===== src/rtl/mlp_pkg.sv =====
// shared types, constants and modular helpers for the lagged prng
package mlp_pkg;

  localparam int DATA_W        = 31;
  localparam int DEF_RING_SIZE = 1597;
  localparam int DEF_SHORT_LAG = 7;

  // multiplier -(2^25 + 2^7) mod 2^31-1 is applied as two rotations
  localparam int ROT_HI = 25;
  localparam int ROT_LO = 7;

  typedef logic [DATA_W-1:0] word_t;

  localparam word_t MOD_PRIME = word_t'(32'h7fff_ffff);

  typedef struct packed {
    logic use_cur;
    logic use_lag;
  } mask_t;

  typedef struct packed {
    logic  cmd;
    logic  use_cur;
    logic  use_lag;
    word_t seed;
  } issue_t;

  typedef enum logic {
    CMD_GEN  = 1'b0,
    CMD_LOAD = 1'b1
  } cmd_t;

  // end-around carry add, result in 0 .. MOD_PRIME (all ones stands for zero)
  function automatic word_t add_mod(word_t a, word_t b);
    logic [DATA_W:0] s;
    s = {1'b0, a} + {1'b0, b};
    return s[DATA_W-1:0] + word_t'(s[DATA_W]);
  endfunction

  // times 2^k mod 2^31-1 is a rotate left
  function automatic word_t mul_pow2(word_t x, int k);
    logic [2*DATA_W-1:0] d;
    d = {x, x} << k;
    return d[2*DATA_W-1:DATA_W];
  endfunction

  // negate and return the canonical residue
  function automatic word_t neg_mod(word_t t);
    word_t r;
    r = MOD_PRIME - t;
    return (r == MOD_PRIME) ? '0 : r;
  endfunction

endpackage


===== src/rtl/mlp_addr_gen.sv =====
// ring index, lag address and written-entry mask
module mlp_addr_gen #(
  parameter int RING_SIZE = mlp_pkg::DEF_RING_SIZE,
  parameter int SHORT_LAG = mlp_pkg::DEF_SHORT_LAG,
  localparam int IDX_W = $clog2(RING_SIZE)
) (
  input  logic                clk,
  input  logic                rst,
  input  logic                step,
  output logic [IDX_W-1:0]    cur_addr,
  output logic [IDX_W-1:0]    lag_addr,
  output mlp_pkg::mask_t      mask
);

  localparam logic [IDX_W-1:0] LAST = IDX_W'(RING_SIZE - 1);
  localparam logic [IDX_W-1:0] LAG  = IDX_W'(SHORT_LAG);
  localparam logic [IDX_W-1:0] BACK = IDX_W'(RING_SIZE - SHORT_LAG);

  logic [IDX_W-1:0] idx;
  logic             full;

  assign cur_addr = idx;
  assign lag_addr = (idx < LAG) ? idx + BACK : idx - LAG;

  // until the first wrap only entries below the index have been written
  assign mask.use_cur = full;
  assign mask.use_lag = full || (lag_addr < idx);

  always_ff @(posedge clk) begin
    if (rst) begin
      idx  <= '0;
      full <= 1'b0;
    end else if (step) begin
      if (idx == LAST) begin
        idx  <= '0;
        full <= 1'b1;
      end else begin
        idx <= idx + 1'b1;
      end
    end
  end

endmodule


===== config.mk =====
export PLATFORM = sky130hd
export DESIGN_NAME = mlp_addr_gen
export DESIGN_NICKNAME = d
export VERILOG_FILES = /design/src/rtl/mlp_pkg.sv /design/src/rtl/mlp_addr_gen.sv
export SDC_FILE = /design/constraint.sdc
export NUM_CORES = 1
export LEC_CHECK = 0
export ABC_AREA = 0
export BUFFER_PORTS_ARGS = -buffer_cell sky130_fd_sc_hd__buf_2
export CAP_MARGIN = 10
export CORE_MARGIN = 8
export CORE_UTILIZATION = 25
export DETAILED_ROUTE_END_ITERATION = 10
export PLACE_DENSITY = 0.49
export SLEW_MARGIN = 40
export SYNTH_ARGS = -nofsm -noshare
export SYNTH_HDL_FRONTEND = slang
export SYNTH_SLANG_ARGS = --single-unit

===== constraint.sdc =====
create_clock -name clk -period 7 [get_ports clk]
set_clock_uncertainty 0.15 [all_clocks]
set_input_delay 0.7 -clock clk [delete_from_list [all_inputs] [get_ports clk]]
set_output_delay 0.7 -clock clk [all_outputs]
set_load 0.01 [all_outputs]

==> metrics <==
Post-Syn Area 1120 sq um; Synth Instances 134; crit start category register; height of the die 83 um; M3 GR Usage 0.0381; wirelength, routed 2820 um; port buffer count 26; Final Hold Viols 0; Worst slew margin 0.668; MaxCap Viol Count 0; drt via density 4.70; GPL Wtd Cong 0.756; Hold Crit Class register to register; Least-Margin Pin Slew 0.498 ns; Pre-antenna DRT Iters 4; clock share of power 0.447; fin area 1330 sq um; FF+latch count, synth 12; GR peak layer met2; Chip Width 83 um; Static Leak 0.000570 uW; final setup violation count 0; Routed WL per cell 13.5 um; share of the synthesized area in the top cell type 0.214; worst vdd ir 0.117 mV; met2 GRT Util 0.129; internal power 128 uW; syn_nets 152; FP Rows 24; H-tree depth 1; Via Count 982; Critical Path Sink Type primary output; Antenna Cells 0; CP Cell Sequence ha_1 > a2111oi_4 > and3_1 > nor3_1 > a21oi_1 > ha_1 > a21o_1 > nand3_1 > a21oi_1 > o31ai_1 > buf_2; Post-CTS Setup Repair Bufs 0; CTS tree done; clk buf depth 2; Syn Area/Cell 8.38 sq um; clk sinks 12; Crit Path Max Fanout 9; status finished clean; HPWL Detailed 2360 um; synth warn 0; clk slew on worst S/H paths 0.05 ns; asr flop ratio synth 0; Starting Density 0.258; RSZ-0062 raised after global routing false; WP buf/inv 1; critical path's top delay family compound AO/OA/AOI/OAI gates; DP Area 1270 sq um; setup TNS 0 ns; Sw Pwr 40.5 uW; max incr delay on CP 0.43 ns; die area 6890 sq um; area grow syn2layout 18.4%; post-cts sizing count 0; largest cells by area after synthesis dfxtp_1, ha_1, xnor2_1; Data required, critical path 6.15 ns; Post-synth EDFFs 0; sequential element share of the synthesized area 0.214; DR iter-0 viols 60; number of global-route vias before repair 992; Clk Latency, worst-skew pair 0.24 ns; core area 4350 sq um; critical path class register to primary output; critical path's slowest cell dfxtp_1; Netlist cell types 34; pwr dens 127 nW/um^2; Reg power frac 0.431; Final Cycle Share 0.532; layout cells sized above 1 0.255; initial antenna violation count 0; cts bufs inserted 3; GR Overflow Total 0; final net count 176; CTS root buf clkbuf_8; Fmax 269 MHz; Slew Limit Fails 0; leading register cell type out of synthesis dfxtp_1; antenna-violating nets left 0; GR Util All Layers 0.0829; I/O pin count 27; drc violations 0; Switching Share 0.240; largest net degree at the start of global routing 12; Worst Path Arrival 2.87 ns; CTS hold repair buffers 0; Comb power frac 0.122; Global Route met1 Usage 0.105; first-pass GRT wire length 4840 um; minimum clock period 3.72 ns; largest area contributor in the netlist dfxtp_1
==> synth_stat cells (2+ instances only) <==
cell        n
a2111oi_4   2
a21o_1      2
a21oi_1     8
and3_1      2
buf_2       4
dfxtp_1    12
ha_1       15
inv_1      13
nand2_1     9
nand3_1     2
nand4_1     6
nor2_1     16
nor3_1      5
nor3_2      2
o21ai_0     3
o21ai_1     2
o31ai_1     2
xnor2_1    13
==> power by group through the flow <==
stage	registers (uW)	logic, uW	clock network (uW)
floorplan	73.8	14.2	0
global placement	73.8	21.1	0
detailed placement	74.1	20.8	0
CTS	72.7	21.0	78.1
global route	72.9	23.6	81.2
finish	72.7	20.7	75.4
==> final cells by class <==
| cell class | count | area (sq um) |
|---|---|---|
| Multi-Input combinational cell | 102 | 790 |
| Clock buffer | 4 | 55.1 |
| Timing Repair Buffer | 26 | 130 |
| Sequential cell | 12 | 240 |
| Inverter | 13 | 48.8 |
| Tap cell | 52 | 65.1 |
| Fill cell | 467 | 3030 |
==> cell usage in the layout, fill, tap and decap left out <==
master,Yosys,routed
a21boi_2,1,1
mux2i_1,1,1
dfxtp_1,12,12
nand2_1,9,9
nand3_1,2,2
xor2_1,1,1
xnor2_1,13,13
or3_4,1,1
a21oi_1,8,8
buf_2,4,26
a21o_1,2,2
ha_1,15,15
nor3_2,2,2
clkbuf_8,0,4
o31ai_1,2,2
a2111oi_4,2,2
nor4_4,1,1
and2_1,1,1
a211o_1,1,1
nand3b_1,1,1
nor2_1,16,16
nand4_1,6,6
nor3_1,5,5
or2_2,1,1
o21ai_1,2,2
inv_1,13,13
a211oi_1,1,1
nor4_2,1,1
a31oi_1,1,1
o21ai_0,3,3
nand4_4,1,1
and3_1,2,2
==> metrics by stage <==
stage                util  hold slack (ns)  cells  setup slack [ns]  total power [uW]
global placement    0.293            0.355    205              3.46              94.9
detailed placement  0.293            0.362    205              3.56              94.9
finish              0.305            0.353    209              3.28               169
CTS                 0.305            0.370    209              3.26               172
global route        0.305            0.403    209              3.04               178
floorplan               -            0.314    134              3.67              87.9
==> state kept, by name (all words and copies together) (netlist names) <==
signal    count
full          1
cur_addr     11
==> kinds of logic after synthesis <==
family                   share of synthesized area
AND/OR/NAND/NOR                              0.254
adder cells (fa/ha/maj)                      0.167
AO/OA/AOI/OAI                                0.164
buffers and inverters                       0.0825
XOR/XNOR                                     0.109
multiplexers                               0.00892
flip-flops                                   0.214
==> metal layers <==
layer	vias up	share of wire
li1	511	-
met1	441	0.49
met2	30	0.43
met3	0	0.071
met4	0	0
met5	-	0
==> worst register-to-register path, cell delays in order (launching register included) <==
cell and delay [ns]:
dfxtp_1 0.53, ha_1 0.40, nand2_1 0.21, nor4_4 0.31, xnor2_1 0.14, nor2_1 0.05
==> worst paths after layout <==
path | from | to | slack (ns) | cells past startpoint
worst max-delay path | cur_addr[2] | mask[0] | 3.28 | 11
worst min-delay path | full | full | 0.35 | 2
worst min register to register | full | full | 0.35 | 2
worst max register to register | cur_addr[0] | cur_addr[10] | 5.10 | 5
Note: power is estimated with default switching activity, not from simulation.
