### src/rtl/mlp_pkg.sv
// shared types, constants and modular helpers for the lagged prng
package mlp_pkg;

  localparam int DATA_W        = 31;
  localparam int DEF_RING_SIZE = 1597;
  localparam int DEF_SHORT_LAG = 7;

  // multiplier -(2^25 + 2^7) mod 2^31-1 is applied as two rotations
  localparam int ROT_HI = 25;
  localparam int ROT_LO = 7;

  typedef logic [DATA_W-1:0] word_t;

  localparam word_t MOD_PRIME = word_t'(32'h7fff_ffff);

  typedef struct packed {
    logic use_cur;
    logic use_lag;
  } mask_t;

  typedef struct packed {
    logic  cmd;
    logic  use_cur;
    logic  use_lag;
    word_t seed;
  } issue_t;

  typedef enum logic {
    CMD_GEN  = 1'b0,
    CMD_LOAD = 1'b1
  } cmd_t;

  // end-around carry add, result in 0 .. MOD_PRIME (all ones stands for zero)
  function automatic word_t add_mod(word_t a, word_t b);
    logic [DATA_W:0] s;
    s = {1'b0, a} + {1'b0, b};
    return s[DATA_W-1:0] + word_t'(s[DATA_W]);
  endfunction

  // times 2^k mod 2^31-1 is a rotate left
  function automatic word_t mul_pow2(word_t x, int k);
    logic [2*DATA_W-1:0] d;
    d = {x, x} << k;
    return d[2*DATA_W-1:DATA_W];
  endfunction

  // negate and return the canonical residue
  function automatic word_t neg_mod(word_t t);
    word_t r;
    r = MOD_PRIME - t;
    return (r == MOD_PRIME) ? '0 : r;
  endfunction

endpackage

### src/rtl/mlp_pipe.sv
// arithmetic pipeline, write-back, lag interlock and output register
module mlp_pipe #(
  parameter int RING_SIZE = mlp_pkg::DEF_RING_SIZE,
  localparam int IDX_W = $clog2(RING_SIZE)
) (
  input  logic                clk,
  input  logic                rst,
  input  logic                in_valid,
  input  mlp_pkg::issue_t     in_tag,
  input  logic [IDX_W-1:0]    in_idx,
  input  logic [IDX_W-1:0]    lag_addr,
  input  mlp_pkg::word_t      rd_data_cur,
  input  mlp_pkg::word_t      rd_data_lag,
  output logic                take,
  output logic                hazard,
  output logic                wr_en,
  output logic [IDX_W-1:0]    wr_addr,
  output mlp_pkg::word_t      wr_data,
  output logic                out_valid,
  input  logic                out_ready,
  output mlp_pkg::word_t      out_data
);

  // stage 1: read data arrives with its tag
  logic               v1;
  mlp_pkg::issue_t    tag1;
  logic [IDX_W-1:0]   i1;
  // stage 2: sum of the two words (or seed)
  logic               v2;
  logic               cmd2;
  logic [IDX_W-1:0]   i2;
  mlp_pkg::word_t     s2;
  // stage 3: sum times 2^25 + 2^7 (or seed)
  logic               v3;
  logic               cmd3;
  logic [IDX_W-1:0]   i3;
  mlp_pkg::word_t     s3;

  logic               out_free;
  logic               leave3;
  logic               take3;
  logic               take2;
  mlp_pkg::word_t     opnd_cur;
  mlp_pkg::word_t     opnd_lag;
  mlp_pkg::word_t     s2_next;
  mlp_pkg::word_t     s3_next;
  mlp_pkg::word_t     gen_val;

  assign out_free = !out_valid || out_ready;
  assign leave3   = v3 && (cmd3 == mlp_pkg::CMD_LOAD || out_free);
  assign take3    = !v3 || leave3;
  assign take2    = !v2 || take3;
  assign take     = !v1 || take2;

  // lag entry still on its way to the ring
  assign hazard = (v1 && i1 == lag_addr) || (v2 && i2 == lag_addr) ||
                  (v3 && i3 == lag_addr);

  assign opnd_cur = tag1.use_cur ? rd_data_cur : '0;
  assign opnd_lag = tag1.use_lag ? rd_data_lag : '0;
  assign s2_next  = (tag1.cmd == mlp_pkg::CMD_LOAD) ? tag1.seed
                  : mlp_pkg::add_mod(opnd_cur, opnd_lag);
  assign s3_next  = (cmd2 == mlp_pkg::CMD_LOAD) ? s2
                  : mlp_pkg::add_mod(mlp_pkg::mul_pow2(s2, mlp_pkg::ROT_HI),
                                     mlp_pkg::mul_pow2(s2, mlp_pkg::ROT_LO));
  assign gen_val  = mlp_pkg::neg_mod(s3);

  assign wr_en   = leave3;
  assign wr_addr = i3;
  assign wr_data = (cmd3 == mlp_pkg::CMD_LOAD) ? s3 : gen_val;

  always_ff @(posedge clk) begin
    if (rst) begin
      v1 <= 1'b0;
      v2 <= 1'b0;
      v3 <= 1'b0;
      out_valid <= 1'b0;
    end else begin
      if (take) begin
        v1 <= in_valid;
      end
      if (take2) begin
        v2 <= v1;
      end
      if (take3) begin
        v3 <= v2;
      end
      if (v3 && cmd3 == mlp_pkg::CMD_GEN && out_free) begin
        out_valid <= 1'b1;
      end else if (out_ready) begin
        out_valid <= 1'b0;
      end
    end
  end

  always_ff @(posedge clk) begin
    if (take) begin
      tag1 <= in_tag;
      i1   <= in_idx;
    end
    if (take2) begin
      cmd2 <= tag1.cmd;
      i2   <= i1;
      s2   <= s2_next;
    end
    if (take3) begin
      cmd3 <= cmd2;
      i3   <= i2;
      s3   <= s3_next;
    end
    if (v3 && cmd3 == mlp_pkg::CMD_GEN && out_free) begin
      out_data <= gen_val;
    end
  end

endmodule

### config.mk
export PLATFORM = sky130hd
export DESIGN_NAME = mlp_pipe
export DESIGN_NICKNAME = d
export VERILOG_FILES = /design/src/rtl/mlp_pkg.sv /design/src/rtl/mlp_pipe.sv
export SDC_FILE = /design/constraint.sdc
export NUM_CORES = 1
export LEC_CHECK = 0
export BUFFER_PORTS_ARGS = -buffer_cell sky130_fd_sc_hd__buf_2
export CAP_MARGIN = 10
export CORE_MARGIN = 2
export CORE_UTILIZATION = 52
export DETAILED_ROUTE_END_ITERATION = 8
export PLACE_DENSITY = 0.77
export RECOVER_POWER = 100
export SLEW_MARGIN = 20
export SYNTH_ARGS = -nofsm -noshare
export SYNTH_HDL_FRONTEND = slang
export SYNTH_SLANG_ARGS = --single-unit
### constraint.sdc
create_clock -name clk -period 4.8 [get_ports clk]
set_input_delay 0 -clock clk [delete_from_list [all_inputs] [get_ports clk]]
set_output_delay 0 -clock clk [all_outputs]
set_load 0.1 [all_outputs]
==> reports/metrics.yaml, run 1 <==
status: "finished with violations"
violations: "capacitance limit, slew limit"
relSlewSlack_pct: -32.11
overflow: 0
grt.total_usage_pct: 27.11
die_x_um: 156.6
rows: 55
cts.sinks: 166
ys_ff_latch: 166
final_nets: 1804
synth_cell_types: 77
clk_pin_slew_ps: 70
synthesis.area_um2: 12110
ir_worst_vdd_mv: 0.2454
syn_area_per_cell_um2: 9.277
drc: 0
synth_enable_flop_cells: 162
grt_antenna_before_repair: 0
criticalPathCategory: "reg2reg"
worstPathRequired_ps: 4970
die_area_um2: 24520
leakagePower_nw: 5.979
period_share_pct: 95.66
max_freq_mhz: 217.8
yosysWarnings: 0
cts_buffers: 17
via_per_inst: 5.646
cts_root_buf: "clkbuf_16"
clock_latency_ps: 430
hold_violations: 0
switching_share_pct: 39.97
ys_seq_area_share_pct: 40.84
dp_cells: 1839
switchingPower_w: 0.002193
slew_violations: 114
cts_tree: "built"
grt_pass1_vias: 10510
finalSetupViolCount: 0
drt_first_pass_iters: 7
h-tree-depth: 4
instances_no_fill: 1939
io_pins: 199
syn_nets: 1496
gp_congestion: 0.9663
ant_nets: 0
core_area_um2: 22780
p_int_w: 0.003293
cp-end-kind: "flip-flop"
numPortBuffers: 198
critPathArrivalTime_ps: 4760
crit_path_start_kind: "flip-flop"
wl_per_cell_um: 17.33
ys.flop_type: "edfxtp_1"
start_util_pct: 53.15
die_h_um: 156.6
skew_ps: 14.90
grt_max_degree: 61
period_needed_ps: 4592
crit_fanout: 4
diodes: 0
cts_max_path_buffers: 2
seqPwrFrac_pct: 35.0
drt-initial-drc-count: 743
area_growth_syn_to_layout_pct: 25.51
min_path_type: "in2reg"
syn_inst: 1305
design_area_um2: 15190
hold-worst-slack_ps: 96.14
grt_pass1_wl_um: 52270
combPwrFrac_pct: 39.8
totalWireLength_um: 33600
maxCapViolCount: 3
max_slew.worst_pin.slew_ps: 1982
p_per_area_nw_per_um2: 361.0
synthArstFlopShare_pct: 0
utilization_pct: 66.71
dpl_cell_area_um2: 13890
p_clk_share_pct: 25.3
dp_hpwl_um: 26030
dr_total_vias: 10950
fillCellCount: 1880
drive_gt1_share_pct: 18.27
fin_tns_setup_ps: 0
-- area by class of cell --
class                           instances  area (um2)  share of cell area [%]
Multi-Input combinational cell       1051        7039                   46.33
Sequential cell                       166        4945                   32.54
Timing Repair Buffer                  349        2117                   13.93
Clock buffer                           19       432.9                   2.849
Tap cell                              313       391.6                   2.577
Clock inverter                         13       163.9                   1.079
Inverter                               28       105.1                  0.6917
-- worst max-delay path, cell delays in order (launching register included) --
cell	delay (ps)
edfxtp_1	510
ha_1	370
a21oi_2	280
nor3_2	70
or4_1	480
o22a_1	250
o221ai_2	290
o21bai_1	100
a21o_1	180
a21oi_1	160
o21bai_1	90
ha_1	220
ha_1	190
and4_1	160
and4_1	220
nand4bb_1	180
or3_1	140
nor2_1	50
xnor2_1	130
mux2_2	280
-- placed cells by master (no fill, tap or decap), drive strengths merged, types with 12 or more instances in the layout --
master and count:
nand2 159, and2 69, xnor2 89, o21ai 134, clkbuf 118, or3 16, nor2 96, edfxtp 162
nand3 30, nor4 12, xor2 44, nand4 36, dlygate4sd3 48, a21o 19, o21a 14, ha 67
buf 202, inv 34, nor3 26, a21oi 65
-- path summary, 6_finish.rpt --
kind | start | endpoint | slack [ps] | cells past startpoint
worst max-delay path | s2[14] | s3[16] | 210 | 19
worst min-delay path | out_ready | v3 | 100 | 5
worst max register to register | s2[14] | s3[16] | 210 | 19
worst min register to register | i1[0] | i2[0] | 470 | 0
-- flip-flops by register name, indices dropped and copies added (netlist names), 11 cells and up --
signal / count
wr_addr: 11
s2: 31
out_data: 31
s3: 31
i2: 11
i1: 11
tag1: 34
-- metrics by stage --
stage | worst slack [ps] | power (W)
after floorplan | 173.6 | 0.003458
after global placement | -58.36 | 0.003979
after detailed placement | -42.07 | 0.004009
after CTS | 3.706 | 0.005426
after global routing | -17.44 | 0.005757
final | 208.4 | 0.005485
-- power groups by stage --
stage               Clock, W  Sequential (W)  Combinational, W
floorplan                  0         0.00194           0.00152
CTS                  0.00140         0.00191           0.00211
finish               0.00139         0.00192           0.00218
detailed placement         0         0.00194           0.00206
global route         0.00147         0.00193           0.00236
global placement           0         0.00194           0.00204
-- Yosys cell counts, types with 6 or more instances --
| master | n | area, um2 |
|---|---|---|
| edfxtp_1 | 162 | 4865 |
| nand2_1 | 159 | 596.8 |
| o21ai_0 | 113 | 565.5 |
| nor2_1 | 96 | 360.4 |
| xnor2_1 | 89 | 779.5 |
| and2_1 | 69 | 431.7 |
| ha_1 | 67 | 838.3 |
| a21oi_1 | 64 | 320.3 |
| clkbuf_1 | 53 | 198.9 |
| xor2_1 | 43 | 376.6 |
| nand4_1 | 36 | 225.2 |
| nand3_1 | 30 | 150.1 |
| inv_1 | 28 | 105.1 |
| nor3_1 | 26 | 130.1 |
| o21ai_1 | 21 | 105.1 |
| a21o_1 | 19 | 142.6 |
| or3_1 | 16 | 100.1 |
| o21a_1 | 14 | 105.1 |
| nor4_1 | 12 | 75.07 |
| a31oi_1 | 11 | 68.82 |
| o21bai_1 | 11 | 82.58 |
| and3_1 | 10 | 62.56 |
| a211oi_1 | 9 | 67.56 |
| mux2_2 | 9 | 101.4 |
| nand2b_1 | 8 | 50.05 |
| nor2b_1 | 8 | 50.05 |
| o211a_1 | 7 | 70.07 |
| o31ai_1 | 7 | 52.55 |
| and4_1 | 6 | 52.55 |
| buf_2 | 6 | 30.03 |
| o211ai_1 | 6 | 45.04 |
-- metal layers --
| layer | vias to the layer above | GRT usage [%] | wire length (um) |
|---|---|---|---|
| met3 | 77 | 4.625 | 1703 |
| met5 | - | 0 | 0 |
| met2 | 397 | 47.58 | 16410 |
| li1 | 5407 | - | - |
| met1 | 5066 | 33.21 | 14230 |
| met4 | 0 | 10.75 | 1249 |
-- timing repair --
action                                  in CTS  in global routing
gates resized for setup                      4                 44
buffers inserted                             0                 20
endpoints found under the hold margin       49                  0
endpoints found under the setup margin       8                 31
hold buffers                                48                  0
pin swaps                                    0                 10
-- logic make-up after synthesis --
group	share of synthesized area, %
AOI/OAI and AO/OA	17.02
xor gates and xnor gates	9.777
adders and majority gates	7.255
buffers and inverters	2.790
DFF	40.84
muxes	1.168
and+or+nand+nor	21.15
(Power assumes the default switching activity.)
==> inputs of run 2 (changes only) <==
--- a/config.mk
+++ b/config.mk
@@ -12,2 +12,3 @@
 export DETAILED_ROUTE_END_ITERATION = 8
+export HOLD_SLACK_MARGIN = 0.05
 export PLACE_DENSITY = 0.77
==> constraint.sdc (replaced) <==
create_clock -name clk -period 4.8 [get_ports clk]
set_input_delay 0.96 -clock clk [delete_from_list [all_inputs] [get_ports clk]]
set_output_delay 0.96 -clock clk [all_outputs]
set_load 0.1 [all_outputs]
==> reports/metrics.yaml, run 2 (synthesis gave the netlist of run 1 again) <==
status: "finished with violations"  # unchanged
violations: "capacitance limit, slew limit"  # unchanged
numPortBuffers: 198  # unchanged
grt_pass1_vias: 10070  # was 10510
pre_cts_slack_ps: -242.5  # was -42.07 ps
die_h_um: 156.6  # unchanged
cts.sinks: 166  # unchanged
ir_worst_vdd_mv: 0.2810  # was 0.2454 mV
grt.total_usage_pct: 25.99  # was 27.11%
holdBufCountCts: 0  # was 48
totalWireLength_um: 32460  # was 33600 um
p_per_area_nw_per_um2: 361.2  # was 361.0 nW/um2
cts_max_path_buffers: 2  # unchanged
final_nets: 1805  # was 1804
final_common_cell: "edfxtp_1"  # unchanged
dr.max_layer_used: "met4"  # unchanged
via_per_inst: 5.595  # was 5.646
hold_violations: 0  # unchanged
core_area_um2: 22780  # unchanged
max_slew.worst_pin.slew_ps: 2048  # was 1982 ps
cp-end-kind: "flip-flop"  # unchanged
wl_met1_um: 13760  # was 14230 um
wl_per_cell_um: 16.73  # was 17.33 um
drt-initial-drc-count: 633  # was 743
grt_pass1_wl_um: 50030  # was 52270 um
clk_pin_slew_ps: 70  # about the same
drc: 0  # unchanged
dr_total_vias: 10850  # was 10950
regMostFlops: "tag1"  # unchanged
setup_ws_ps: 194.2  # was 208.4 ps
gp_congestion: 0.9761  # was 0.9663
dp_hpwl_um: 26030  # about the same
layout_common_cells: "162 x edfxtp_1, 159 x nand2_1, 143 x buf_2, 143 x buf_4, 112 x o21ai_0"  # was 162 x edfxtp_1, 159 x nand2_1, 111 x o21ai_0
h-tree-depth: 4  # unchanged
io_pins: 199  # unchanged
hold-worst-slack_ps: 470.6  # was 96.14 ps
crit_fanout: 5  # was 4
finalSetupViolCount: 0  # unchanged
die_area_um2: 24520  # unchanged
regArea_um2: 4945  # unchanged
ant_nets: 0  # unchanged
dr_wl_met2_um: 16000  # was 16410 um
start_util_pct: 53.15  # unchanged
grt_antenna_before_repair: 0  # unchanged
leakagePower_nw: 6.112  # was 5.979 nW
largest_reg_flops: 34  # unchanged
cts_buffers: 17  # unchanged
criticalPathCategory: "reg2reg"  # unchanged
maxCapViolCount: 2  # was 3
area_growth_syn_to_layout_pct: 23.86  # was 25.51%
diodes: 0  # unchanged
finalPower_w: 0.005416  # was 0.005485 W
relSlewSlack_pct: -36.51  # was -32.11%
overflow: 0  # unchanged
die_x_um: 156.6  # unchanged
drt_first_pass_iters: 6  # was 7
period_needed_ps: 4606  # was 4592 ps
multi_input_area_um2: 6932  # was 7039 um2
cts_root_buf: "clkbuf_16"  # unchanged
clock_latency_ps: 430  # about the same
slew_violations: 84  # was 114
cts_tree: "built"  # unchanged
rows: 55  # unchanged
drive_gt1_share_pct: 22.80  # was 18.27%
min_path_type: "reg2reg"  # was in2reg
fillCellCount: 1890  # was 1880
max_freq_mhz: 217.1  # was 217.8 MHz
met3WireLength_um: 1755  # was 1703 um
crit_path_start_kind: "flip-flop"  # unchanged
worstPathRequired_ps: 4930  # was 4970 ps
skew_ps: 16.91  # was 14.90 ps
grt_max_degree: 61  # unchanged
period_share_pct: 95.96  # was 95.66%
critPathArrivalTime_ps: 4740  # was 4760 ps
run 2: changes by cell type in the layout (fill, tap and decap cells not counted), sizes merged:
cell	change
buf	+86
dlygate4sd3	-48
clkbuf	-37
bufinv	-1
clkinv	+1
clkinvlp	+1
inv	-1
run 2: final timing paths:
check	startpoint	end	slack (ps)	cells past startpoint
worst min register to register	i1[3]	i2[3]	470	0
worst max-delay path	s2[26]	s3[26]	190	20
worst max register to register	s2[26]	s3[26]	190	20
worst min-delay path	i1[3]	i2[3]	470	0
run 2: through the flow:
stage	TNS [ps]	util, %	area [um2]	std cells
3_5_place_dp	-2579	62.57	14250	1887
3_3_place_gp	-804.4	62.57	14250	1887
5_1_grt	-15.60	65.83	15000	1940
6_report	0	65.83	15000	1940
4_1_cts	0	65.09	14830	1919
2_1_floorplan	0	-	12110	1305
run 2: routing by layer:
layer  global-route usage [%]  vias up
met1                    32.26     5013
met2                    45.71      383
li1                         -     5402
met3                    4.182       56
met5                        0        -
met4                    9.480        0
run 2: cell type report:
class / instances / area share [%]
Multi-Input combinational cell: 1051 / 46.22
Sequential cell: 166 / 32.97
Timing Repair Buffer: 350 / 13.66
Clock buffer: 19 / 2.887
Tap cell: 313 / 2.612
Clock inverter: 13 / 0.9428
Inverter: 28 / 0.7009
run 2: power by group:
group / switching, W / internal, W
logic: 0.00144 / 0.000747
registers: 0.000130 / 0.00177
clock network: 0.000591 / 0.000731
total: 0.00216 / 0.00325
run 2: worst max-delay path, cell delays in order (launching register included):
cell	delay, ps
edfxtp_1	550
ha_4	350
nand4_1	130
buf_4	180
nor3_1	190
o22a_1	270
o221ai_2	150
o21bai_1	160
a21o_1	140
a21oi_1	60
o21bai_1	180
ha_1	210
ha_1	170
and4_1	210
nand2_1	70
or4_1	510
nor4_2	200
buf_4	200
nand3_1	100
xnor2_1	150
o21ai_0	130
run 2: timing repair:
| item | 4_1_cts | 5_1_grt |
|---|---|---|
| resized for setup | 0 | 24 |
| setup endpoints to repair | 0 | 36 |
| endpoints found under the hold margin | 0 | 0 |
| setup buffers | 0 | 21 |
==> inputs of run 3 (changes only) <==
ABC_AREA = 1   (was not set)
CORE_UTILIZATION = 64   (was 52)
PLACE_DENSITY = 0.88   (was 0.77)
clock period = 5.4 ns   (was 4.8 ns; I/O delays follow)
==> reports/metrics.yaml, run 3 <==
met3WireLength_um: 3749  # was 1755 um
syn_nets: 2350  # was 1496
ys.flop_type: "edfxtp_1"  # unchanged
diodes: 0  # unchanged
pre_cts_slack_ps: 668.6  # was -242.5 ps
die_x_um: 152.8  # was 156.6 um
utilization_pct: 73.31  # was 65.83%
synthArstFlopShare_pct: 0  # unchanged
status: "finished with violations"  # unchanged
final_nets: 2548  # was 1805
overflow: 0  # unchanged
dpl_cell_area_um2: 15480  # was 14250 um2
rsz0062_at_grt: "false"
holdPathStages: 0  # unchanged
syn_inst: 2159  # was 1305
clk_pin_slew_ps: 90  # was 70 ps
via_per_inst: 5.668  # was 5.595
period_needed_ps: 4899  # was 4606 ps
totalWireLength_um: 45190  # was 32460 um
crit_fanout: 6  # was 5
holdBufCountCts: 0  # unchanged
hold_violations: 0  # unchanged
cts_root_buf: "clkbuf_16"  # unchanged
yosysMostFrequentCell: "nand2_1"  # was edfxtp_1
max_freq_mhz: 204.1  # was 217.1 MHz
drt-initial-drc-count: 1599  # was 633
cts_resized: 0  # unchanged
wl_per_cell_um: 17.05  # was 16.73 um
regArea_um2: 4945  # unchanged
h-tree-depth: 4  # unchanged
grt.total_usage_pct: 38.49  # was 25.99%
period_share_pct: 90.72  # was 95.96%
die_area_um2: 23350  # was 24520 um2
gp_congestion: 1.059  # was 0.9761
cts_max_path_buffers: 2  # unchanged
final_common_cell: "nand2_1"  # was edfxtp_1
hp-start: "i2[8]"  # was i1[3]
relSlewSlack_pct: -19.89  # was -36.51%
finalPower_w: 0.004899  # was 0.005416 W
grt_pass1_wl_um: 71450  # was 50030 um
cts.sinks: 166  # unchanged
grt_antenna_before_repair: 0  # unchanged
multi_input_area_um2: 7579  # was 6932 um2
timing.rr.start: "s2[18]"  # was s2[26]
min_to: "wr_addr[8]"  # was i2[3]
post-cts-setup-buffers: 0  # unchanged
io_pins: 199  # unchanged
ys_seq_area_share_pct: 34.89  # was 40.84%
regMostFlops: "tag1"  # unchanged
synth_top_area_cell: "edfxtp_1"  # unchanged
synth_area_leaders: "edfxtp_1 34%, nand2_1 23%, inv_1 10%, ha_1 5.9%, nand3_1 5.7%"  # was edfxtp_1 40%, ha_1 6.9%, xnor2_1 6.4%, nand2_1 4.9%, o21ai_0 4.7%
synth_enable_flop_cells: 162  # unchanged
reg2reg_depth: 25  # was 20
grt_max_degree: 47  # was 61
finalSetupViolCount: 0  # unchanged
ys_ff_latch: 166  # unchanged
p_per_area_nw_per_um2: 307.2  # was 361.2 nW/um2
dr_total_vias: 15020  # was 10850
violations: "capacitance limit, slew limit"  # unchanged
leakagePower_nw: 8.700  # was 6.112 nW
startpoint: "s2[18]"  # was s2[26]
layout_common_cells: "868 x nand2_1, 386 x inv_1, 180 x nor2_1"  # was 162 x edfxtp_1, 159 x nand2_1, 143 x buf_2, 143 x buf_4, 112 x o21ai_0
fillCellCount: 1834  # was 1890
slew_violations: 120  # was 84
die_h_um: 152.8  # was 156.6 um
drc: 0  # unchanged
ir_worst_vdd_mv: 0.2241  # was 0.2810 mV
min_path_type: "reg2reg"  # unchanged
cts_buffers: 17  # unchanged
dr.max_layer_used: "met4"  # unchanged
yosysWarnings: 0  # unchanged
grt_pass1_vias: 14360  # was 10070
skew_ps: 17.60  # was 16.91 ps
max_slew.worst_pin.slew_ps: 1798  # was 2048 ps
worstPathRequired_ps: 5590  # was 4930 ps
synth_top_area_share_pct: 34.33  # was 40.18%
fin_tns_setup_ps: 0  # unchanged
criticalPathCategory: "reg2reg"  # unchanged
rows: 54  # was 55
dr_wl_met2_um: 21760  # was 16000 um
rrSetupSlack_ps: 500  # was 190 ps
core_area_um2: 21760  # was 22780 um2
cp-end-kind: "flip-flop"  # unchanged
synth_cell_types: 45  # was 77
clock_latency_ps: 440  # was 430 ps
wl_met1_um: 16390  # was 13760 um
cts_tree: "built"  # unchanged
drt_first_pass_iters: 6  # unchanged
area_growth_syn_to_layout_pct: 12.55  # was 23.86%
start_util_pct: 65.14  # was 53.15%
maxCapViolCount: 3  # was 2
numPortBuffers: 198  # unchanged
crit_path_start_kind: "flip-flop"  # unchanged
dp_hpwl_um: 35370  # was 26030 um
setup_ws_ps: 501.4  # was 194.2 ps
synthesis.area_um2: 14170  # was 12110 um2
ant_nets: 0  # unchanged
design_area_um2: 15950  # was 15000 um2
largest_reg_flops: 34  # unchanged
critPathArrivalTime_ps: 5090  # was 4740 ps
syn_area_per_cell_um2: 6.564  # was 9.277 um2
drive_gt1_share_pct: 10.84  # was 22.80%
reg2reg_to: "s3[26]"  # unchanged
yosys-top-cells-count: "866 x nand2_1, 386 x inv_1, 168 x nor2_1"  # was 162 x edfxtp_1, 159 x nand2_1, 113 x o21ai_0
==> run 3: changes by cell type after synthesis, sizes merged, moves of 16 or more <==
cell    change
a21oi      -29
nand2     +745
inv       +364
and2       -56
xnor2      -83
nand3     +152
or3        -16
clkbuf     -29
o21ai      -85
nor2      +105
nor3       -16
a21o       -19
xor2       -22
==> run 3: cell families (layout without fill, tap and decap cells) <==
| family | Yosys count | after routing | share of synthesized area, % |
|---|---|---|---|
| AND/OR/NAND/NOR | 1361 | 1361 | 41.38 |
| buffers and inverters | 421 | 632 | 11.24 |
| flip-flops | 166 | 166 | 34.89 |
| AO/OA/AOI/OAI | 114 | 114 | 4.556 |
| adder cells (fa/ha/maj) | 69 | 69 | 6.198 |
| XOR/XNOR | 28 | 28 | 1.730 |
==> run 3: worst max-delay path, cell delays in order (launching register included) <==
cell and delay (ps):
edfxtp_1 570, ha_1 520, nand2_1 130, nor2_1 240
and2_0 200, nand2_1 100, nand2_1 150, nand2_1 90
nand2_1 90, a21oi_1 110, o21bai_1 200, ha_1 220
ha_1 180, inv_1 50, nor2_1 240, nand3_2 120
nor2_1 170, nand2_2 70, nor2_1 220, nand2_1 160
nor2_4 180, nand2_4 120, nor2_8 150, nand3_1 100
nand3_1 130, nand2_1 120
==> run 3: area by class of cell <==
| type | instances | area share [%] |
|---|---|---|
| clock buffer | 17 | 2.667 |
| clock inverter | 15 | 1.341 |
| inverter | 394 | 9.273 |
| multi-input combinational | 1572 | 47.52 |
| sequential | 166 | 31.00 |
| tap | 280 | 2.197 |
| timing repair buffer | 206 | 6.001 |
==> run 3: worst max path at each step <==
stage,slack (ps),end,depth (start not counted)
after detailed placement,670,s2[29],28
after CTS,900,s2[19],24
final,500,s3[26],25
after global placement,920,s2[29],28
after floorplan,450,take,6
after global routing,150,s2[19],24
==> run 3: where the power goes <==
part           leakage (nW)  switching, W  total (W)  internal (W)
logic                  6.67       0.00143    0.00190      0.000474
registers              1.72      0.000140    0.00170       0.00156
clock network         0.305      0.000652    0.00130      0.000649
==> run 3: per-stage QoR <==
step	cells	hold WS, ps
2_1_floorplan	2159	424.4
3_3_place_gp	2618	433.8
3_5_place_dp	2618	435.5
4_1_cts	2650	447.8
5_1_grt	2650	452.8
6_report	2650	449.9
==> run 3: metal layers <==
layer / vias up / GRT usage (%)
li1: 7198 / -
met1: 6713 / 44.38
met2: 874 / 67.24
met3: 234 / 6.115
met4: 0 / 23.46
met5: - / 0
